## config.mk

```make
export PLATFORM = sky130hd
export DESIGN_NAME = tlac_ctrl
export DESIGN_NICKNAME = d
export VERILOG_FILES = /design/src/rtl/core/tlac_pkg.sv /design/src/rtl/core/tlac_ctrl.sv
export VERILOG_INCLUDE_DIRS = /design/src /design/src/rtl/core
export SDC_FILE = /design/constraint.sdc
export NUM_CORES = 1
export LEC_CHECK = 0
export BUFFER_PORTS_ARGS = -buffer_cell sky130_fd_sc_hd__buf_2
export CORE_MARGIN = 2
export CORE_UTILIZATION = 45
export CTS_CLUSTER_SIZE = 16
export DETAILED_ROUTE_END_ITERATION = 10
export GPL_ROUTABILITY_DRIVEN = 0
export GPL_TIMING_DRIVEN = 1
export PLACE_DENSITY = 0.8
export SYNTH_ARGS = -nofsm -noshare
export SYNTH_HDL_FRONTEND = slang
export SYNTH_SLANG_ARGS = --single-unit
export TNS_END_PERCENT = 30
```

## constraint.sdc

```tcl
create_clock -name clk_i -period 4.7 [get_ports clk_i]
set_input_delay 0.235 -clock clk_i [delete_from_list [all_inputs] [get_ports clk_i]]
set_output_delay 0.235 -clock clk_i [all_outputs]
set_load 0.01 [all_outputs]
```

## src/rtl/core/ttl_lru_address_map_cache_top_assert.svh

```systemverilog
// ----------------------------------------------------------------------------
// Assertion macros for the address map cache
// Immediate-implication and next-cycle-implication checks on clk_i/rst_ni.
// ----------------------------------------------------------------------------
`ifndef TTL_LRU_ADDRESS_MAP_CACHE_TOP_ASSERT_SVH
`define TTL_LRU_ADDRESS_MAP_CACHE_TOP_ASSERT_SVH
`ifndef SYNTHESIS
`define TLAC_ASSERT_IMP(lbl, ante, cons) \
  lbl: assert property (@(posedge clk_i) disable iff (!rst_ni) (ante) |-> (cons)) \
    else $error("assertion failed");
`define TLAC_ASSERT_NXT(lbl, ante, cons) \
  lbl: assert property (@(posedge clk_i) disable iff (!rst_ni) (ante) |=> (cons)) \
    else $error("assertion failed");
`else
`define TLAC_ASSERT_IMP(lbl, ante, cons)
`define TLAC_ASSERT_NXT(lbl, ante, cons)
`endif
`endif

```

## src/rtl/core/tlac_pkg.sv

```systemverilog
// ----------------------------------------------------------------------------
// tlac_pkg
// Mode codes, configuration indices, table word width and controller/datapath handshake structs.
// ----------------------------------------------------------------------------
package tlac_pkg;

  localparam logic [2:0] MODE_PUT      = 3'd0;
  localparam logic [2:0] MODE_LOOKUP   = 3'd1;
  localparam logic [2:0] MODE_CONTAINS = 3'd2;
  localparam logic [2:0] MODE_REMOVE   = 3'd3;
  localparam logic [2:0] MODE_CLEAR    = 3'd4;
  localparam logic [2:0] MODE_TICK     = 3'd5;

  localparam logic CFG_CAPACITY = 1'b0;
  localparam logic CFG_INTERVAL = 1'b1;

  // One table word holds key, value, expiry and recency stamp.
  localparam int unsigned WORD_W = 128;

  typedef struct packed {
    logic start;
    logic rd_en;
    logic finish;
    logic load_out;
  } tlac_cmd_t;

  typedef struct packed {
    logic need_scan;
    logic out_free;
  } tlac_status_t;

endpackage

```

## src/rtl/core/tlac_ctrl.sv

```systemverilog
// ----------------------------------------------------------------------------
// tlac_ctrl
// Sequencer: accepts a transaction, walks the table when needed, then hands off the result.
// ----------------------------------------------------------------------------
`include "ttl_lru_address_map_cache_top_assert.svh"
module tlac_ctrl #(
  parameter int unsigned DEPTH = 64
) (
  input  logic                                    clk_i,
  input  logic                                    rst_ni,
  input  logic                                    in_valid_i,
  output logic                                    in_ready_o,
  input  tlac_pkg::tlac_status_t                  status_i,
  output tlac_pkg::tlac_cmd_t                     cmd_o,
  output logic [(DEPTH > 1 ? $clog2(DEPTH) : 1)-1:0] rd_addr_o
);
  import tlac_pkg::*;

  localparam int unsigned IW = (DEPTH > 1) ? $clog2(DEPTH) : 1;
  localparam int unsigned CW = $clog2(DEPTH + 1);

  localparam logic [2:0] ST_IDLE   = 3'd0;
  localparam logic [2:0] ST_DECIDE = 3'd1;
  localparam logic [2:0] ST_SCAN   = 3'd2;
  localparam logic [2:0] ST_DRAIN  = 3'd3;
  localparam logic [2:0] ST_FINISH = 3'd4;
  localparam logic [2:0] ST_DONE   = 3'd5;

  logic [2:0]    state_q, state_d;
  logic [CW-1:0] cnt_q, cnt_d;
  logic          in_fire;

  assign in_ready_o = (state_q == ST_IDLE);
  assign in_fire    = in_valid_i && in_ready_o;
  assign rd_addr_o  = cnt_q[IW-1:0];

  always_comb begin
    state_d = state_q;
    cnt_d   = cnt_q;
    cmd_o   = '0;
    case (state_q)
      ST_IDLE: begin
        cmd_o.start = in_fire;
        if (in_fire) state_d = ST_DECIDE;
      end
      ST_DECIDE: begin
        cnt_d   = '0;
        state_d = status_i.need_scan ? ST_SCAN : ST_FINISH;
      end
      ST_SCAN: begin
        cmd_o.rd_en = 1'b1;
        cnt_d       = cnt_q + 1'b1;
        if (cnt_q == CW'(DEPTH - 1)) state_d = ST_DRAIN;
      end
      ST_DRAIN: begin
        state_d = ST_FINISH;
      end
      ST_FINISH: begin
        cmd_o.finish = 1'b1;
        state_d      = ST_DONE;
      end
      ST_DONE: begin
        if (status_i.out_free) begin
          cmd_o.load_out = 1'b1;
          state_d        = ST_IDLE;
        end
      end
      default: state_d = ST_IDLE;
    endcase
  end

  always_ff @(posedge clk_i or negedge rst_ni) begin
    if (!rst_ni) begin
      state_q <= ST_IDLE;
      cnt_q   <= '0;
    end else begin
      state_q <= state_d;
      cnt_q   <= cnt_d;
    end
  end

  `TLAC_ASSERT_NXT(a_accept_decide, in_fire, state_q == ST_DECIDE)
  `TLAC_ASSERT_NXT(a_drain_finish, state_q == ST_DRAIN, state_q == ST_FINISH)
  `TLAC_ASSERT_IMP(a_scan_range, state_q == ST_SCAN, cnt_q < CW'(DEPTH))
endmodule

```

==> metrics.md, run 1 <==
| Metric | Value |
|---|---|
| Critical Path Sink Type | output pin |
| Vias | 559 |
| Async SR Flop Fraction | 100.0% |
| Die Wd | 42.17 um |
| Synth area leaders | dfrtp_1 38%, o21ai_0 6.9%, buf_4 6.9%, nand3_1 3.8%, nor3b_1 3.4% |
| Reg power frac | 46.0% |
| Leakage Power | 0.3367 nW |
| I/O Buffers | 15 |
| CTS H-tree lvls | 1 |
| Combinational share of power | 38.2% |
| WL final | 1295 um |
| Hold Violations, Final | 0 |
| Average size of a mapped cell | 8.742 sq um |
| Net Sw Power | 0.1608 mW |
| Die height | 42.17 um |
| Number of fill cells | 135 |
| # IOs | 16 |
| Multi-input gate area | 322.8 sq um |
| Residual DRC | 0 |
| Number of synthesized flops with an enable pin | 0 |
| CTS tree | built |
| TritonCTS Buffers | 3 |
| Share of cells above drive strength 1 | 23.81% |
| Placeable Area | 0.001334 sq mm |
| Area of the mapped netlist | 655.6 sq um |
| Synth cell types | 31 |
| Vias in the first global route | 488 |
| Nets | 92 |
| Power Density | 514.0 mW/mm^2 |
| Final global-route overflow total | 0 |
| Status | completed |
| Clock Skew | 0.002817 ns |
| PostCTS Resize Cnt | 0 |
| CP max FO | 18 |
| DIE AREA | 0.001778 sq mm |
| Worst-skew pair later-pin latency | 0.27 ns |
| Detail Placement HPWL | 931.4 um |
| Register area | 250.2 sq um |
| FMAX | 576.4 MHz |
| Worst Path Arrival | 1.50 ns |
| Initial Util | 49.16% |
| Clock Pin Slew Worst Setup and Hold Paths | 0.06 ns |
| Most frequent cell after synthesis | dfrtp_1 |
| Net Sw Frac | 43.78% |
| Via-to-Cell Ratio | 5.646 |
| Final Cycle Share | 36.91% |
| Hold Path Class | in2reg |
| Crit Path Class | reg2out |
| CTS root buf | clkbuf_4 |
| CP required | 4.47 ns |
| Pre-antenna DRT Iters | 4 |
| GR Util All Layers | 17.29% |
| Min Tclk post-route | 1.735 ns |
| Final core utilization | 53.56% |
| Mapped Nets | 81 |
| Initial DRC count | 11 |
| Slew @ Worst Pin | 0.4518 ns |
| CTS Hold Bufs | 1 |
| Largest net degree at the start of global routing | 19 |
| First-pass GRT wire length | 2249 um |
| Commonest cells in the synthesized netlist | 10 x dfrtp_1, 9 x o21ai_0, 6 x buf_4 |
| Max-slew violation count | 0 |
| Yosys top cell by area | dfrtp_1 |
| Synthesized netlist cell count | 75 |
| Clk pwr share | 15.8% |
| Flops & latches, synth | 10 |
| Sequential share of the synthesized area | 38.17% |
| Antenna Cells | 0 |
| Setup TNS | 0 ns |
| Cell Int Power | 0.2064 mW |
| Number of max-cap violations | 0 |
| Final non-filler cell area | 714.4 sq um |
| P&R area growth vs syn | 8.969% |
| Post-CTS setup buffer count | 0 |
| Synth Warn # | 0 |
| Peak supply drop | 0.3274 mV |
| RSZ-0062 raised after global routing | false |
| Row cnt | 13 |
| Final setup viols | 0 |
| Crit start category | register |
| Routed length per instance | 13.08 um |
| Share of the synthesized area in the top cell type | 38.17% |
| Initial antenna violation count | 0 |
| Post-DP Area | 681.9 sq um |
| Antenna-violating nets left | 0 |
| Main synth FF type | dfrtp_1 |
| Max clock buf depth | 2 |
| CTS sink cnt | 10 |
| Worst slew margin relative to its limit | 69.88% |
==> routing by layer <==
layer / GRT usage, % / vias up / part of all wire, %
met5: 0 / - / 0
met4: 10.00 / 0 / 1.9
met3: 7.759 / 4 / 7.0
met2: 27.38 / 22 / 45
met1: 18.93 / 250 / 46
li1: - / 283 / -
==> metrics by stage <==
stage | cells | setup WS (ns) | total power [mW] | hold WS [ns]
2_1_floorplan | 75 | 3.199 | 0.2814 | -0.06059
3_3_place_gp | 95 | 3.088 | 0.3032 | 0.1082
3_5_place_dp | 95 | 3.049 | 0.3096 | 0.1059
4_1_cts | 99 | 2.962 | 0.3695 | 0.2395
5_1_grt | 99 | 2.847 | 0.4026 | 0.2529
6_report | 99 | 2.965 | 0.3672 | 0.2445
==> sequential cells by signal, summed over array words and instances, names as in the netlist <==
| signal | count |
|---|---|
| state_q | 3 |
| cnt_q | 7 |
==> path summary, 6_finish.rpt <==
kind / startpoint / end / slack (ns) / depth (start not counted)
max in group asynchronous: rst_ni / state_q[0] / 4.15 / 2
min: status_i[1] / state_q[1] / 0.24 / 3
min reg2reg: cnt_q[0] / cnt_q[0] / 0.55 / 1
max reg2reg: state_q[2] / cnt_q[5] / 3.03 / 3
max: state_q[2] / cmd_o[2] / 2.97 / 3
min in group asynchronous: rst_ni / cnt_q[1] / 0.36 / 2
==> cells in the final DEF (no fill, tap or decap), types with 2 or more instances in the layout <==
cell type / n
buf_2: 15
dfrtp_1: 10
o21ai_0: 9
nand3_1: 5
inv_1: 4
a21oi_1: 4
nand2_1: 3
nor3b_1: 3
clkbuf_4: 3
and2_1: 2
o211ai_1: 2
nand3b_1: 2
o21ai_1: 2
nor2b_1: 2
and3_1: 2
==> logic make-up (layout without fill, tap and decap cells) <==
family	after synthesis	after routing	share of synthesized area, %
XOR/XNOR	2	2	2.672
AO/OA/AOI/OAI	21	21	18.51
multiplexers	1	1	1.717
adder cells (fa/ha/maj)	1	1	1.908
AND/OR/NAND/NOR	26	26	24.43
buffers and inverters	14	23	12.59
flip-flops	10	10	38.17
==> power groups by stage <==
stage,Combinational (mW),Clock (mW),Sequential (mW)
6_report,0.140,0.0579,0.169
3_3_place_gp,0.137,0,0.166
5_1_grt,0.159,0.0658,0.178
4_1_cts,0.142,0.0600,0.167
3_5_place_dp,0.141,0,0.169
2_1_floorplan,0.151,0,0.131
==> area by class of cell <==
| cell class | instances | area share, % |
|---|---|---|
| Timing Repair Buffer | 16 | 11.91 |
| Clock buffer | 3 | 3.152 |
| Tap cell | 15 | 2.627 |
| Sequential cell | 10 | 35.03 |
| Inverter | 4 | 2.102 |
| Multi-Input combinational cell | 51 | 45.18 |
==> critical path: stages (launching register included) <==
cell and delay [ns]:
dfrtp_1 0.54, or3b_4 0.48, inv_1 0.08, buf_2 0.13
Note: power is estimated with default switching activity, not from simulation.
==> run 2, diff against run 1 <==
==> constraint.sdc (replaced) <==
create_clock -name clk_i -period 1.65 [get_ports clk_i]
set_input_delay 0.0825 -clock clk_i [delete_from_list [all_inputs] [get_ports clk_i]]
set_output_delay 0.0825 -clock clk_i [all_outputs]
set_load 0.01 [all_outputs]
==> run 2 against run 1 <==
First-iteration DRC count fell by 9.1%; combinational power rose to 4.1 times the previous value; cell area rose by 3.2%; non-clock buffer count rose by 3; largest cell class unchanged; largest power group is now combinational cells.
==> metrics.md, run 2 (synthesis results as in run 1) <==
| Metric | Value |
|---|---|
| Status | completed (unchanged) |
| Number of max-cap violations | 0 (unchanged) |
| Die height | 42.17 um (unchanged) |
| Worst setup path startpoint | state_q[2] (unchanged) |
| CTS root buf | clkbuf_4 (unchanged) |
| Max clock buf depth | 2 (unchanged) |
| Reg2Reg Launch Point | state_q[2] (unchanged) |
| Residual DRC | 0 (unchanged) |
| Worst Path Arrival | 1.66 ns (was 1.50 ns) |
| Multi-input gate area | 322.8 sq um (unchanged) |
| Post-DP Area | 704.4 sq um (was 681.9 sq um) |
| CP required | 1.85 ns (was 4.47 ns) |
| CTS sink cnt | 10 (unchanged) |
| P&R area growth vs syn | 12.40% (was 8.969%) |
| TritonCTS Buffers | 3 (unchanged) |
| CTS tree | built (unchanged) |
| Placeable Area | 0.001334 sq mm (unchanged) |
| Hold Path Class | in2reg (unchanged) |
| Post-CTS setup buffer count | 0 (unchanged) |
| Final setup margin | 0.1893 ns (was 2.965 ns) |
| Vias in the first global route | 519 (was 488) |
| CP max FO | 4 (was 18) |
| Min Tclk post-route | 1.461 ns |
| Antenna Cells | 0 (unchanged) |
| DIE AREA | 0.001778 sq mm (unchanged) |
| Number of fill cells | 131 (was 135) |
| Hold Violations, Final | 0 (unchanged) |
| Pre-antenna DRT Iters | 4 (unchanged) |
| Slew @ Worst Pin | 0.2318 ns (was 0.4518 ns) |
| WL final | 1264 um (was 1295 um) |
| Initial Util | 49.16% (unchanged) |
| Initial antenna violation count | 0 (unchanged) |
| Setup WS pre-CTS | 0.2030 ns (was 3.049 ns) |
| Initial DRC count | 10 (was 11) |
| HP Start | status_i[1] (unchanged) |
| Via-to-Cell Ratio | 5.569 (was 5.646) |
| Number of flip-flops in the largest register | 7 (unchanged) |
| Final non-filler cell area | 737.0 sq um (was 714.4 sq um) |
| Clock Skew | 0.0008294 ns (was 0.002817 ns) |
| Largest regs | cnt_q: 7 flops, state_q: 3 flops (unchanged) |
| Post-Layout Cell Count | 102 (was 99) |
| Vias | 568 (was 559) |
| RSZ-0062 raised after global routing | false (unchanged) |
| Crit Path Class | reg2reg (was reg2out) |
| Detail Placement HPWL | 902 um (was 931.4 um) |
| Register area | 250.2 sq um (unchanged) |
| Antenna-violating nets left | 0 (unchanged) |
| Routed length per instance | 12.39 um (was 13.08 um) |
| Top reg by flops | cnt_q (unchanged) |
| Final global-route overflow total | 0 (unchanged) |
| PostCTS Resize Cnt | 0 (unchanged) |
| Clock Pin Slew Worst Setup and Hold Paths | 0.06 ns (about the same) |
| Share of cells above drive strength 1 | 26.44% (was 23.81%) |
| I/O Buffers | 15 (unchanged) |
| Critical Path Sink Type | register (was output pin) |
| Leakage Power | 0.3518 nW (was 0.3367 nW) |
| Peak supply drop | 0.8369 mV (was 0.3274 mV) |
| CP max stage cell | or4_1 (was dfrtp_1) |
| Largest stage delay, worst path | 0.51 ns (was 0.54 ns) |
| First-pass GRT wire length | 2270 um (was 2249 um) |
| Worst-skew pair later-pin latency | 0.26 ns (was 0.27 ns) |
| Row cnt | 13 (unchanged) |
| GR Util All Layers | 16.83% (was 17.29%) |
| Commonest non-fill, non-tap cell in the layout | buf_2 (unchanged) |
| CTS H-tree lvls | 1 (unchanged) |
| Final setup viols | 0 (unchanged) |
| Nets | 95 (was 92) |
| CP cell instances | or3b_4 > or4_1 > nand3_1 (was or3b_4 > inv_1 > buf_2) |
| Largest net degree at the start of global routing | 18 (was 19) |
| Worst slew margin relative to its limit | 84.55% (was 69.88%) |
| Most frequent cells in the layout | 15 x buf_2, 10 x dfrtp_1, 9 x o21ai_0 (unchanged) |
| Max-slew violation count | 0 (unchanged) |
| Power Density | 1504 mW/mm^2 (was 514.0 mW/mm^2) |
| # IOs | 16 (unchanged) |
| Crit start category | register (unchanged) |
| Cells after DPL | 98 (was 95) |
| Final Cycle Share | 88.53% |
| Die Wd | 42.17 um (unchanged) |
| FMAX | 684.6 MHz |
| Setup TNS | 0 ns (unchanged) |
run 2: cell types whose count changed in the layout (fill, tap and decap cells not counted):
| cell | before | now |
|---|---|---|
| buf_4 | 0 | 3 |
run 2: worst paths after layout:
check | to | slack (ns) | depth (start not counted)
setup / recovery | cnt_q[5] | 0.19 | 3
hold / removal | state_q[1] | 0.09 | 3
setup reg to reg | cnt_q[5] | 0.19 | 3
hold reg to reg | cnt_q[0] | 0.55 | 1
max in group asynchronous | cnt_q[4] | 1.25 | 2
min in group asynchronous | cnt_q[0] | 0.21 | 2
run 2: layer usage:
layer | vias up | GRT usage (%) | wire length [um]
met4 | 0 | 9.375 | 10
met1 | 258 | 20.74 | 619
met2 | 18 | 25.54 | 554
li1 | 290 | - | -
met5 | - | 0 | 0
met3 | 2 | 5.603 | 79
run 2: through the flow:
stage / hold slack [ns] / utilization (%) / power, mW
floorplan: -0.2131 / - / 0.8015
global placement: -0.04917 / 52.81 / 0.9254
detailed placement: -0.04210 / 52.81 / 0.9452
CTS: 0.08660 / 55.25 / 1.115
global route: 0.09215 / 55.25 / 1.217
finish: 0.09042 / 55.25 / 1.109
run 2: report_power, final:
part	switching [mW]	total [mW]	internal [mW]
clock network	0.0813	0.165	0.0841
registers	0.0592	0.366	0.307
logic	0.330	0.577	0.247
total	0.471	1.11	0.638
run 2: what timing repair did:
action                     in CTS  in global routing
hold buffers                    1                  0
hold endpoints to repair       10                  0
setup endpoints to repair       0                  0
run 2: final cells by class:
cell class | instances | share of cell area, %
Inverter | 4 | 2.037
Tap cell | 15 | 2.547
Timing Repair Buffer | 19 | 14.60
Clock buffer | 3 | 3.056
Multi-Input combinational cell | 51 | 43.80
Sequential cell | 10 | 33.96
run 2: worst max-delay path, delay by kind of cell, from the launching register on:
family        cells  cell delay (ns)
flops             1             0.39
simple gates      3             1.01
